`src/rtl/fhle_pkg.sv`:
```
// ----------------------------------------------------------------------------
// fhle_pkg: shared types, constants and functions of the flame heat LED effect
// Field widths, fixed-point constants, command and state types, palette math.
// ----------------------------------------------------------------------------
package fhle_pkg;

    localparam int KEY_W   = 7;
    localparam int ROW_W   = 3;
    localparam int RND_W   = 15;
    localparam int CFG_W   = 4;
    localparam int COLOR_W = 8;
    localparam int HEAT_W  = 16;
    localparam int ALPHA_W = 17;
    localparam int VOL_W   = 9;
    localparam int TGT_W   = 18;
    localparam int CFG_IDX_W = 1;

    // configuration register indexes
    localparam logic [CFG_IDX_W-1:0] CFG_FLAME_SPEED = 1'd0;
    localparam logic [CFG_IDX_W-1:0] CFG_SMOOTH_LVL  = 1'd1;

    localparam logic [CFG_W-1:0] SPEED_RESET  = 4'd5;
    localparam logic [CFG_W-1:0] SMOOTH_RESET = 4'd5;

    localparam logic [HEAT_W-1:0] HEAT_RESET = 16'h6400;  // 100.0 in Q8.8
    localparam logic [HEAT_W-1:0] HEAT_MAX   = 16'hFF00;  // 255.0 in Q8.8
    localparam logic [ALPHA_W-1:0] ALPHA_ONE = 17'h10000;
    localparam logic [TGT_W-1:0]   TGT_BASE  = 18'd23040; // 90.0 in Q8.8

    localparam logic [CFG_W-1:0] SPEED_FAST  = 4'd10;
    localparam logic [CFG_W-1:0] INTERVAL_TOP = 4'd11;
    localparam logic [VOL_W-1:0] VOL_BASE    = 9'd40;
    localparam logic [VOL_W-1:0] VOL_STEP    = 9'd18;

    localparam logic [7:0] PAL_RED_END    = 8'd85;
    localparam logic [7:0] PAL_YELLOW_END = 8'd170;

    localparam int MOD_STEPS = RND_W;
    localparam logic [3:0] MOD_LAST = 4'(MOD_STEPS - 1);

    typedef struct packed {
        logic [KEY_W-1:0] key;
        logic [ROW_W-1:0] row;
        logic [RND_W-1:0] rnd;
        logic             in_range;
        logic             upd;
    } t_cmd;

    typedef struct packed {
        logic [COLOR_W-1:0] red;
        logic [COLOR_W-1:0] green;
        logic [COLOR_W-1:0] blue;
    } t_rgb;

    typedef enum logic [2:0] {
        BK_IDLE,
        BK_READ,
        BK_LOAD,
        BK_MOD,
        BK_TGT,
        BK_MUL,
        BK_SUM,
        BK_OUT
    } t_back_st;

    // alpha = 1/(1 + 0.6*level) in Q1.16, level saturates at ten
    function automatic logic [ALPHA_W-1:0] alpha_of(input logic [CFG_W-1:0] lvl);
        logic [ALPHA_W-1:0] a;
        case (lvl)
            4'd0:    a = 17'd65536;
            4'd1:    a = 17'd40960;
            4'd2:    a = 17'd29789;
            4'd3:    a = 17'd23406;
            4'd4:    a = 17'd19275;
            4'd5:    a = 17'd16384;
            4'd6:    a = 17'd14247;
            4'd7:    a = 17'd12603;
            4'd8:    a = 17'd11299;
            4'd9:    a = 17'd10240;
            default: a = 17'd9362;
        endcase
        return a;
    endfunction

    // 40*row/6 in Q8.8, rounded to nearest
    function automatic logic [13:0] row_bias(input logic [ROW_W-1:0] row);
        logic [13:0] b;
        case (row)
            3'd0:    b = 14'd0;
            3'd1:    b = 14'd1707;
            3'd2:    b = 14'd3413;
            3'd3:    b = 14'd5120;
            3'd4:    b = 14'd6827;
            3'd5:    b = 14'd8533;
            3'd6:    b = 14'd10240;
            default: b = 14'd11947;
        endcase
        return b;
    endfunction

    // black -> red -> yellow -> white
    function automatic t_rgb palette(input logic [7:0] h);
        t_rgb c;
        logic [9:0] x;
        c = '0;
        x = '0;
        if (h < PAL_RED_END) begin
            x = 10'(h) * 10'd3;
            c.red = x[7:0];
        end else if (h < PAL_YELLOW_END) begin
            x = 10'(h - PAL_RED_END) * 10'd3;
            c.red = 8'hFF;
            c.green = x[7:0];
        end else begin
            x = 10'(h - PAL_YELLOW_END) * 10'd3;
            c.red = 8'hFF;
            c.green = 8'hFF;
            c.blue = x[7:0];
        end
        return c;
    endfunction

endpackage

```
`src/rtl/fhle_in_if.sv`:
```
// ----------------------------------------------------------------------------
// fhle_in_if: key item channel
// Valid/ready channel carrying one key of one frame.
// ----------------------------------------------------------------------------
interface fhle_in_if import fhle_pkg::*; ();
    logic             valid;
    logic             ready;
    logic [KEY_W-1:0] key_index;
    logic [ROW_W-1:0] key_row;
    logic [RND_W-1:0] random_word;
    logic             frame_start;

    modport source (output valid, key_index, key_row, random_word, frame_start,
                    input ready);
    modport sink   (input valid, key_index, key_row, random_word, frame_start,
                    output ready);
endinterface

```
`src/rtl/fhle_out_if.sv`:
```
// ----------------------------------------------------------------------------
// fhle_out_if: key color channel
// Valid/ready channel carrying one key's RGB color.
// ----------------------------------------------------------------------------
interface fhle_out_if import fhle_pkg::*; ();
    logic               valid;
    logic               ready;
    logic [KEY_W-1:0]   out_key;
    logic [COLOR_W-1:0] red;
    logic [COLOR_W-1:0] green;
    logic [COLOR_W-1:0] blue;

    modport source (output valid, out_key, red, green, blue, input ready);
    modport sink   (input valid, out_key, red, green, blue, output ready);
endinterface

```
`src/rtl/fhle_front.sv`:
```
// ----------------------------------------------------------------------------
// fhle_front: item intake and frame classification
// Tracks the frame phase and tags each key item with update and range flags.
// ----------------------------------------------------------------------------
module fhle_front import fhle_pkg::*; #(
    parameter int NUM_KEYS = 128
) (
    input  logic             i_clk,
    input  logic             i_rst_n,
    fhle_in_if.sink          i_in,
    input  logic [CFG_W-1:0] i_speed,
    input  logic             i_q_ready,
    output logic             o_q_valid,
    output t_cmd             o_cmd
);

    logic [3:0] r_phase, n_phase;
    logic       r_upd, n_upd;
    logic [3:0] w_interval;
    logic [3:0] w_inc;
    logic       w_accept;

    assign i_in.ready = i_q_ready;
    assign w_accept   = i_in.valid && i_q_ready;
    assign o_q_valid  = i_in.valid;

    assign w_interval = (i_speed >= SPEED_FAST) ? 4'd1 : (INTERVAL_TOP - i_speed);
    assign w_inc      = r_phase + 4'd1;

    always_comb begin
        n_phase = r_phase;
        n_upd   = r_upd;
        if (i_in.frame_start) begin
            n_phase = (w_inc >= w_interval) ? 4'd0 : w_inc;
            n_upd   = (n_phase == 4'd0);
        end
    end

    always_comb begin
        o_cmd.key      = i_in.key_index;
        o_cmd.row      = i_in.key_row;
        o_cmd.rnd      = i_in.random_word;
        o_cmd.in_range = ({2'b00, i_in.key_index} < 9'(NUM_KEYS));
        o_cmd.upd      = n_upd;
    end

    always_ff @(posedge i_clk) begin
        if (!i_rst_n) begin
            r_phase <= '0;
            r_upd   <= 1'b0;
        end else if (w_accept) begin
            r_phase <= n_phase;
            r_upd   <= n_upd;
        end
    end

endmodule

```
`src/rtl/fhle_queue.sv`:
```
// ----------------------------------------------------------------------------
// fhle_queue: two-entry command queue
// Decouples the intake from the heat update engine.
// ----------------------------------------------------------------------------
module fhle_queue import fhle_pkg::*; (
    input  logic i_clk,
    input  logic i_rst_n,
    input  logic i_push_valid,
    output logic o_push_ready,
    input  t_cmd i_push_cmd,
    output logic o_pop_valid,
    input  logic i_pop_ready,
    output t_cmd o_pop_cmd
);

    t_cmd       r_slot [2];
    logic       r_wr_ptr;
    logic       r_rd_ptr;
    logic [1:0] r_count;
    logic       w_push;
    logic       w_pop;

    assign o_push_ready = (r_count != 2'd2);
    assign o_pop_valid  = (r_count != 2'd0);
    assign o_pop_cmd    = r_slot[r_rd_ptr];
    assign w_push       = i_push_valid && o_push_ready;
    assign w_pop        = o_pop_valid && i_pop_ready;

    always_ff @(posedge i_clk) begin
        if (w_push) begin
            r_slot[r_wr_ptr] <= i_push_cmd;
        end
    end

    always_ff @(posedge i_clk) begin
        if (!i_rst_n) begin
            r_wr_ptr <= 1'b0;
            r_rd_ptr <= 1'b0;
            r_count  <= '0;
        end else begin
            if (w_push) begin
                r_wr_ptr <= !r_wr_ptr;
            end
            if (w_pop) begin
                r_rd_ptr <= !r_rd_ptr;
            end
            case ({w_push, w_pop})
                2'b10:   r_count <= r_count + 2'd1;
                2'b01:   r_count <= r_count - 2'd1;
                default: r_count <= r_count;
            endcase
        end
    end

endmodule

```
`src/rtl/fhle_back.sv`:
```
// ----------------------------------------------------------------------------
// fhle_back: heat update engine
// Reads the key's heat, on update items reduces the random word bit-serially,
// mixes toward the target and writes back, and drives the color output register.
// ----------------------------------------------------------------------------
module fhle_back import fhle_pkg::*; #(
    parameter int NUM_KEYS = 128
) (
    input  logic             i_clk,
    input  logic             i_rst_n,
    input  logic             i_cmd_valid,
    output logic             o_cmd_ready,
    input  t_cmd             i_cmd,
    input  logic [CFG_W-1:0] i_speed,
    input  logic [CFG_W-1:0] i_smooth,
    fhle_out_if.source       o_out
);

    localparam int AW = (NUM_KEYS > 1) ? $clog2(NUM_KEYS) : 1;

    logic [HEAT_W-1:0]   r_mem [NUM_KEYS];
    logic [NUM_KEYS-1:0] r_vld;

    t_back_st r_st, n_st;
    t_cmd     r_cmd;

    logic [HEAT_W-1:0]  r_rdata;
    logic               r_rvld;
    logic [HEAT_W-1:0]  r_heat;
    logic [RND_W-1:0]   r_shift;
    logic [VOL_W-1:0]   r_rem;
    logic [3:0]         r_cnt;
    logic signed [TGT_W-1:0] r_target;
    logic [32:0]        r_p0;
    logic signed [35:0] r_p1;

    logic               r_out_valid;
    logic [KEY_W-1:0]   r_out_key;
    t_rgb               r_out_rgb;

    logic [8:0]         w_key_ext;
    logic [AW-1:0]      w_idx;
    logic [VOL_W-1:0]   w_vol;
    logic [VOL_W:0]     w_trial;
    logic               w_ge;
    logic [VOL_W-1:0]   w_rem_next;
    logic signed [18:0] w_tgt;
    logic [ALPHA_W-1:0] w_alpha;
    logic [ALPHA_W-1:0] w_keep;
    logic signed [36:0] w_sum;
    logic [35:0]        w_rnd;
    logic [19:0]        w_q;
    logic [HEAT_W-1:0]  w_new_heat;
    logic               w_out_free;
    t_rgb               w_rgb;

    assign w_key_ext = {2'b00, r_cmd.key};
    assign w_idx     = w_key_ext[AW-1:0];
    assign w_vol     = VOL_BASE + VOL_STEP * 9'(i_speed);

    // one restoring step of random_word mod volatility
    assign w_trial    = {r_rem, r_shift[RND_W-1]};
    assign w_ge       = (w_trial >= {1'b0, w_vol});
    assign w_rem_next = w_ge ? VOL_W'(w_trial - {1'b0, w_vol}) : w_trial[VOL_W-1:0];

    assign w_tgt = 19'(TGT_BASE) + 19'(row_bias(r_cmd.row)) + 19'({r_rem, 8'd0})
                 - 19'({w_vol, 7'd0});

    assign w_alpha = alpha_of((i_smooth > SPEED_FAST) ? SPEED_FAST : i_smooth);
    assign w_keep  = ALPHA_ONE - w_alpha;

    assign w_sum = $signed({4'd0, r_p0}) + 37'(r_p1);
    assign w_rnd = w_sum[35:0] + 36'd32768;
    assign w_q   = w_rnd[35:16];
    always_comb begin
        if (w_sum[36]) begin
            w_new_heat = '0;
        end else if (w_q > 20'(HEAT_MAX)) begin
            w_new_heat = HEAT_MAX;
        end else begin
            w_new_heat = w_q[HEAT_W-1:0];
        end
    end

    assign w_out_free = !r_out_valid || o_out.ready;
    assign w_rgb      = r_cmd.in_range ? palette(r_heat[HEAT_W-1:8]) : t_rgb'('0);

    assign o_out.valid   = r_out_valid;
    assign o_out.out_key = r_out_key;
    assign o_out.red     = r_out_rgb.red;
    assign o_out.green   = r_out_rgb.green;
    assign o_out.blue    = r_out_rgb.blue;

    always_comb begin
        n_st        = r_st;
        o_cmd_ready = 1'b0;
        case (r_st)
            BK_IDLE: begin
                o_cmd_ready = 1'b1;
                if (i_cmd_valid) begin
                    n_st = BK_READ;
                end
            end
            BK_READ: n_st = BK_LOAD;
            BK_LOAD: n_st = (r_cmd.upd && r_cmd.in_range) ? BK_MOD : BK_OUT;
            BK_MOD: begin
                if (r_cnt == MOD_LAST) begin
                    n_st = BK_TGT;
                end
            end
            BK_TGT:  n_st = BK_MUL;
            BK_MUL:  n_st = BK_SUM;
            BK_SUM:  n_st = BK_OUT;
            BK_OUT: begin
                if (w_out_free) begin
                    n_st = BK_IDLE;
                end
            end
            default: n_st = BK_IDLE;
        endcase
    end

    always_ff @(posedge i_clk) begin
        if (!i_rst_n) begin
            r_st <= BK_IDLE;
        end else begin
            r_st <= n_st;
        end
    end

    // heat memory: registered read, single write port
    always_ff @(posedge i_clk) begin
        if (r_st == BK_READ && r_cmd.in_range) begin
            r_rdata <= r_mem[w_idx];
        end
        if (r_st == BK_SUM) begin
            r_mem[w_idx] <= w_new_heat;
        end
    end

    always_ff @(posedge i_clk) begin
        if (!i_rst_n) begin
            r_vld  <= '0;
            r_rvld <= 1'b0;
        end else begin
            if (r_st == BK_READ && r_cmd.in_range) begin
                r_rvld <= r_vld[w_idx];
            end
            if (r_st == BK_SUM) begin
                r_vld[w_idx] <= 1'b1;
            end
        end
    end

    // datapath
    always_ff @(posedge i_clk) begin
        case (r_st)
            BK_IDLE: begin
                if (i_cmd_valid) begin
                    r_cmd <= i_cmd;
                end
            end
            BK_LOAD: begin
                r_heat  <= r_rvld ? r_rdata : HEAT_RESET;
                r_shift <= r_cmd.rnd;
                r_rem   <= '0;
                r_cnt   <= '0;
            end
            BK_MOD: begin
                r_rem   <= w_rem_next;
                r_shift <= {r_shift[RND_W-2:0], 1'b0};
                r_cnt   <= r_cnt + 4'd1;
            end
            BK_TGT:  r_target <= w_tgt[TGT_W-1:0];
            BK_MUL: begin
                r_p0 <= 33'(r_heat) * 33'(w_keep);
                r_p1 <= 36'(r_target) * 36'($signed({1'b0, w_alpha}));
            end
            BK_SUM:  r_heat <= w_new_heat;
            default: ;
        endcase
    end

    // output register
    always_ff @(posedge i_clk) begin
        if (!i_rst_n) begin
            r_out_valid <= 1'b0;
        end else if (r_st == BK_OUT && w_out_free) begin
            r_out_valid <= 1'b1;
        end else if (o_out.ready) begin
            r_out_valid <= 1'b0;
        end
    end

    always_ff @(posedge i_clk) begin
        if (r_st == BK_OUT && w_out_free) begin
            r_out_key <= r_cmd.key;
            r_out_rgb <= w_rgb;
        end
    end

endmodule

```
`src/rtl/flame_heat_led_effect.sv`:
```
// ----------------------------------------------------------------------------
// flame_heat_led_effect: per-key flame lighting
// Keeps one Q8.8 heat value per key and turns it into an RGB palette color.
// ----------------------------------------------------------------------------
// Usage:
//   i_in carries one item per key per frame: key index, keyboard row, a random
//   word and a frame-start mark on the first key of each frame. o_out returns
//   exactly one color item per input item, in order, with the key echoed.
//   Both channels use valid/ready; an item moves when both are high.
//   The config port (i_cfg_we, i_cfg_idx, i_cfg_data) writes flame_speed
//   (index 0) and smoothing_level (index 1); write only while the block is idle.
// Sequencing:
//   An item on an update frame passes the heat engine's read, load, bit-serial
//   modulo, target, multiply, sum and output states; any other item passes read,
//   load and output only, and the queue registers each item on its way. One item
//   is in the engine at a time, so that sequencer sets the rate; a two-entry queue
//   lets intake run ahead of it.
// Reset:
//   Synchronous, active low. Heat entries read as 100.0 until first written
//   (valid bit per key), frame phase and update flag clear, both config
//   registers return to 5. No clearing pass is needed.
// Stall:
//   A result waits in the output register while o_out.ready is low; the engine
//   holds, the queue fills, then i_in.ready drops.
// ----------------------------------------------------------------------------
module flame_heat_led_effect import fhle_pkg::*; #(
    parameter int NUM_KEYS = 128
) (
    input  logic                 i_clk,
    input  logic                 i_rst_n,
    fhle_in_if.sink              i_in,
    fhle_out_if.source           o_out,
    input  logic                 i_cfg_we,
    input  logic [CFG_IDX_W-1:0] i_cfg_idx,
    input  logic [CFG_W-1:0]     i_cfg_data
);

    // config registers
    logic [CFG_W-1:0] r_flame_speed;
    logic [CFG_W-1:0] r_smooth_lvl;

    // front -> queue -> back
    logic q_in_valid;
    logic q_in_ready;
    t_cmd q_in_cmd;
    logic q_out_valid;
    logic q_out_ready;
    t_cmd q_out_cmd;

    // write config; values are masked to the register width by the port
    always_ff @(posedge i_clk) begin
        if (!i_rst_n) begin
            r_flame_speed <= SPEED_RESET;
            r_smooth_lvl  <= SMOOTH_RESET;
        end else if (i_cfg_we) begin
            case (i_cfg_idx)
                CFG_FLAME_SPEED: r_flame_speed <= i_cfg_data;
                CFG_SMOOTH_LVL:  r_smooth_lvl  <= i_cfg_data;
                default: ;
            endcase
        end
    end

    // classify items: frame phase, update flag, key range
    fhle_front #(
        .NUM_KEYS(NUM_KEYS)
    ) u_front (
        .i_clk     (i_clk),
        .i_rst_n   (i_rst_n),
        .i_in      (i_in),
        .i_speed   (r_flame_speed),
        .i_q_ready (q_in_ready),
        .o_q_valid (q_in_valid),
        .o_cmd     (q_in_cmd)
    );

    // hold classified items until the engine is free
    fhle_queue u_queue (
        .i_clk        (i_clk),
        .i_rst_n      (i_rst_n),
        .i_push_valid (q_in_valid),
        .o_push_ready (q_in_ready),
        .i_push_cmd   (q_in_cmd),
        .o_pop_valid  (q_out_valid),
        .i_pop_ready  (q_out_ready),
        .o_pop_cmd    (q_out_cmd)
    );

    // update heat and produce the color
    fhle_back #(
        .NUM_KEYS(NUM_KEYS)
    ) u_back (
        .i_clk       (i_clk),
        .i_rst_n     (i_rst_n),
        .i_cmd_valid (q_out_valid),
        .o_cmd_ready (q_out_ready),
        .i_cmd       (q_out_cmd),
        .i_speed     (r_flame_speed),
        .i_smooth    (r_smooth_lvl),
        .o_out       (o_out)
    );

endmodule

```
`src/flat_wrapper.sv`:
```
// flat-port wrapper written by rule: the top's interface ports become plain ports
module flame_heat_led_effect_flat import fhle_pkg::*;
#(
    parameter int NUM_KEYS = 128
)
  (i_clk, i_rst_n, i_cfg_we, i_cfg_idx, i_cfg_data, i_in_valid, i_in_key_index, i_in_key_row, i_in_random_word, i_in_frame_start, i_in_ready, o_out_valid, o_out_out_key, o_out_red, o_out_green, o_out_blue, o_out_ready);
  fhle_in_if i_in_i ();
  fhle_out_if o_out_i ();
  input  logic i_clk;
  input  logic i_rst_n;
  input  logic i_cfg_we;
  input  logic [CFG_IDX_W-1:0] i_cfg_idx;
  input  logic [CFG_W-1:0] i_cfg_data;
  input wire logic [$bits(i_in_i.valid)-1:0] i_in_valid;
  input wire logic [$bits(i_in_i.key_index)-1:0] i_in_key_index;
  input wire logic [$bits(i_in_i.key_row)-1:0] i_in_key_row;
  input wire logic [$bits(i_in_i.random_word)-1:0] i_in_random_word;
  input wire logic [$bits(i_in_i.frame_start)-1:0] i_in_frame_start;
  output wire logic [$bits(i_in_i.ready)-1:0] i_in_ready;
  output wire logic [$bits(o_out_i.valid)-1:0] o_out_valid;
  output wire logic [$bits(o_out_i.out_key)-1:0] o_out_out_key;
  output wire logic [$bits(o_out_i.red)-1:0] o_out_red;
  output wire logic [$bits(o_out_i.green)-1:0] o_out_green;
  output wire logic [$bits(o_out_i.blue)-1:0] o_out_blue;
  input wire logic [$bits(o_out_i.ready)-1:0] o_out_ready;
  assign i_in_i.valid = i_in_valid;
  assign i_in_i.key_index = i_in_key_index;
  assign i_in_i.key_row = i_in_key_row;
  assign i_in_i.random_word = i_in_random_word;
  assign i_in_i.frame_start = i_in_frame_start;
  assign i_in_ready = i_in_i.ready;
  assign o_out_valid = o_out_i.valid;
  assign o_out_out_key = o_out_i.out_key;
  assign o_out_red = o_out_i.red;
  assign o_out_green = o_out_i.green;
  assign o_out_blue = o_out_i.blue;
  assign o_out_i.ready = o_out_ready;
  flame_heat_led_effect #(.NUM_KEYS(NUM_KEYS)) u_core (.i_clk(i_clk), .i_rst_n(i_rst_n), .i_in(i_in_i), .o_out(o_out_i), .i_cfg_we(i_cfg_we), .i_cfg_idx(i_cfg_idx), .i_cfg_data(i_cfg_data));
endmodule
```
`config.mk`:
```
export PLATFORM = sky130hd
export DESIGN_NAME = flame_heat_led_effect_flat
export DESIGN_NICKNAME = d
export VERILOG_FILES = /design/src/rtl/fhle_pkg.sv /design/src/rtl/fhle_in_if.sv /design/src/rtl/fhle_out_if.sv /design/src/rtl/fhle_front.sv /design/src/rtl/fhle_queue.sv /design/src/rtl/fhle_back.sv /design/src/rtl/flame_heat_led_effect.sv /design/src/flat_wrapper.sv
export SDC_FILE = /design/constraint.sdc
export NUM_CORES = 2
export LEC_CHECK = 0
export BUFFER_PORTS_ARGS = -buffer_cell sky130_fd_sc_hd__buf_4
export CORE_MARGIN = 3
export CORE_UTILIZATION = 60
export CTS_CLUSTER_DIAMETER = 30
export DETAILED_ROUTE_END_ITERATION = 10
export GPL_ROUTABILITY_DRIVEN = 0
export PLACE_DENSITY_LB_ADDON = 0.05
export SYNTH_ARGS = -nofsm -noshare
export SYNTH_HDL_FRONTEND = slang
export SYNTH_HIERARCHICAL = 1
export SYNTH_SLANG_ARGS = --single-unit
```
`constraint.sdc`:
```
create_clock -name i_clk -period 28.1 [get_ports i_clk]
set_input_delay 1.405 -clock i_clk [delete_from_list [all_inputs] [get_ports i_clk]]
set_output_delay 1.405 -clock i_clk [all_outputs]
set_load 0.02 [all_outputs]
```
==> flow_summary.json <==
{
  "status": "complete, no violations",
  "synthFlopType": "edfxtp_1",
  "synth_fa_ha_area_share_pct": 12.7,
  "post_cts_buffers": 0,
  "path_class": "register to register",
  "postRouteAntennaNets": 0,
  "cp-end-kind": "register",
  "dieArea_um2": 195000,
  "core_area_um2": 188000,
  "finalSetupViolations": 0,
  "final_max_slew_viol_count": 0,
  "io_pins": 69,
  "tightest_slew_ns": 1.38,
  "grt_util_all_layers_pct": 32.5,
  "cp_common_cell": "fa_1",
  "slowest_delay_ns": 0.93,
  "critPathLaunchType": "register",
  "crit_slowest_cell": "xnor2_1",
  "period_minus_slack_ns": 11.64,
  "synth_top_area_share_pct": 60.7,
  "ys_warn_count": 6,
  "arrival_ns": 12.30,
  "muxShareOfSynthArea_pct": 0.541,
  "synth_cell_types": 101,
  "syn_inst": 8032,
  "fmax_ghz": 0.0859,
  "syn_area_per_cell_um2": 14.2,
  "cts_buffers": 439,
  "clk_path_buf_depth": 4,
  "hold_class": "register to register",
  "rsz0062_at_grt": "no",
  "drive_gt1_share_pct": 13.4,
  "fp.dieH_um": 442,
  "grt_max_degree": 97,
  "ctsRootBufferMaster": "clkbuf_16",
  "grt.overflow.total": 0,
  "required_ns": 28.76,
  "vias_per_cell": 6.43,
  "hold_violations": 0,
  "grt_pass1_vias": 73295,
  "start_util_pct": 60.5,
  "drv_cap": 0,
  "fin_worst_skew_ns": 0.140,
  "clkSinkCount": 2455,
  "synthXorXnorAreaFrac_pct": 1.25,
  "synth.area.top_cells": "edfxtp_1 61%, fa_1 9.3%, a22oi_1 4.6%",
  "remaining_drc_errors": 0,
  "postCtsHoldBufs": 0,
  "min_period_over_period_pct": 41.4,
  "yosysTopAreaCell": "edfxtp_1",
  "synth-seq-cells": 2455,
  "grt_antenna_before_repair": 10,
  "clkTransAtPathRegs_ns": 0.05,
  "fin_tns_setup_ns": 0,
  "grt_pass1_wl_um": 473000,
  "cts-htree-levels": 5,
  "relSlewSlack_pct": 8.26,
  "portBuffers": 68,
  "cts_tree": "built",
  "rows": 159,
  "syn_nets": 8907,
  "routedWlPerCell_um": 28.3,
  "async_reset_ff_share_pct": 0,
  "synth-edff-count": 2304,
  "fin_nets": 9224,
  "netlist_area_um2": 114000,
  "synth-compound-area-share_pct": 11.5,
  "synth_top_family_by_area": "adder cells",
  "dr.pass1.iters": 7,
  "wl_um": 318000,
  "cts_resized": 0,
  "dp.final_hpwl_um": 194000,
  "vias": 72103,
  "syn2layout_area_growth_pct": 16.6,
  "synth-simple-area-share_pct": 6.77,
  "clk_latency_ns": 1.00,
  "ys_seq_area_share_pct": 63.3,
  "fp.dieW_um": 442,
  "crit_path_max_fanout": 27,
  "dr.first_iter.drc_count": 7899
}
-- critical path: cells and delay by family, from the launching register on --
| family | cells | cell delay, ns |
|---|---|---|
| adders and majority gates | 8 | 3.65 |
| buffers and inverters | 5 | 0.55 |
| AOI/OAI and AO/OA | 12 | 2.07 |
| and+or+nand+nor | 12 | 3.41 |
| xor gates and xnor gates | 2 | 1.02 |
| DFF | 1 | 0.72 |
-- state kept, by name (all words and copies together) (netlist names), 7 cells and up, named ones only --
register / cells
u_core/u_back/r_shift: 15
u_core/u_back/r_p0: 33
u_core/u_back/r_target: 15
u_core/u_back/w_idx: 7
u_core/u_back/o_out.out_key: 7
u_core/u_back/r_heat: 16
u_core/u_back/o_out.red: 8
u_core/u_back/r_mem: 2048
u_core/u_back/o_out.green: 8
u_core/u_queue/r_slot: 54
u_core/u_back/r_cmd: 20
u_core/u_back/r_rdata: 16
u_core/u_back/r_rem: 9
u_core/u_back/r_p1: 36
u_core/u_back/o_out.blue: 8
u_core/u_back/r_vld: 128
-- cells by family after synthesis --
logic type,Yosys count
simple gates,1601
xor+xnor,161
other cells,1
flops,2455
buf+inv,1140
fa+ha+maj,839
mux,55
compound gates,1780
-- placed cells by master (no fill, tap or decap), types with 45 or more instances in the layout --
cell type,Yosys,final
a31oi_1,145,143
nand3_1,55,55
a21o_1,57,57
xnor2_1,120,118
a22o_1,203,203
clkbuf_1,303,66
dfxtp_1,151,151
buf_4,33,328
nand4_1,154,154
and2_1,191,191
nor2_1,532,516
ha_1,311,311
fa_1,528,528
nand2_1,425,425
a21oi_1,168,157
clkinv_2,0,79
inv_1,675,674
o211ai_1,45,45
edfxtp_1,2304,2304
o21ai_0,125,125
clkinv_1,3,54
a22oi_1,692,692
clkbuf_16,0,444
a221oi_1,203,203
bufinv_16,0,58
-- Yosys cell counts (all sizes together) (40+ instances only) --
| library cell | n |
|---|---|
| a21o | 57 |
| edfxtp | 2304 |
| a31oi | 145 |
| a22o | 203 |
| a22oi | 692 |
| nor2 | 533 |
| dfxtp | 151 |
| nand4 | 155 |
| clkbuf | 303 |
| o21ai | 133 |
| fa | 528 |
| xor2 | 40 |
| xnor2 | 121 |
| o211ai | 48 |
| inv | 675 |
| nand3 | 57 |
| nand2 | 425 |
| and2 | 195 |
| a21oi | 168 |
| and3 | 51 |
| a221oi | 203 |
| mux2 | 43 |
| ha | 311 |
| buf | 159 |
-- final timing paths --
| path | depth (start not counted) | start | end | slack (ns) |
|---|---|---|---|---|
| worst max-delay path | 39 | u_core/r_smooth_lvl[3] | u_core/u_back/r_p0[31] | 16.46 |
| worst min register to register | 2 | u_core/u_back/r_vld[64] | u_core/u_back/r_vld[64] | 0.47 |
| worst min-delay path | 2 | u_core/u_back/r_vld[64] | u_core/u_back/r_vld[64] | 0.47 |
| worst max register to register | 39 | u_core/r_smooth_lvl[3] | u_core/u_back/r_p0[31] | 16.46 |
-- per-layer routing --
layer / vias to the layer above / global-route usage (%) / routed length [µm]
met1: 36518 / 43.3 / 120000
met2: 3989 / 52.5 / 152000
met5: - / 0 / 13
met3: 752 / 5.70 / 30100
li1: 30842 / - / -
met4: 2 / 15.7 / 16100
-- area by class of cell --
class                           instances  area, µm²
Antenna cell                            4       10.0
Clock buffer                          524      11600
Clock inverter                        280       3160
Fill cell                           12394      55500
Inverter                              678       2550
Multi-Input combinational cell       4437      37600
Sequential cell                      2455      72200
Tap cell                             2495       3120
Timing Repair Buffer                  338       2660
-- through the flow --
step / util, % / area (µm²) / hold slack [ns] / cells / setup WS [ns]
global placement: 62.7 / 118000 / 0.449 / 10403 / 16.75
detailed placement: 62.7 / 118000 / 0.457 / 10403 / 16.54
finish: 70.5 / 133000 / 0.468 / 11211 / 16.46
CTS: 70.5 / 133000 / 0.469 / 11207 / 16.51
floorplan: - / 114000 / 0.424 / 8032 / 18.58
global route: 70.5 / 133000 / 0.484 / 11207 / 15.69
Power is not shown: default switching activity piles up to over one toggle a cycle in this logic, so the estimate is an artifact.
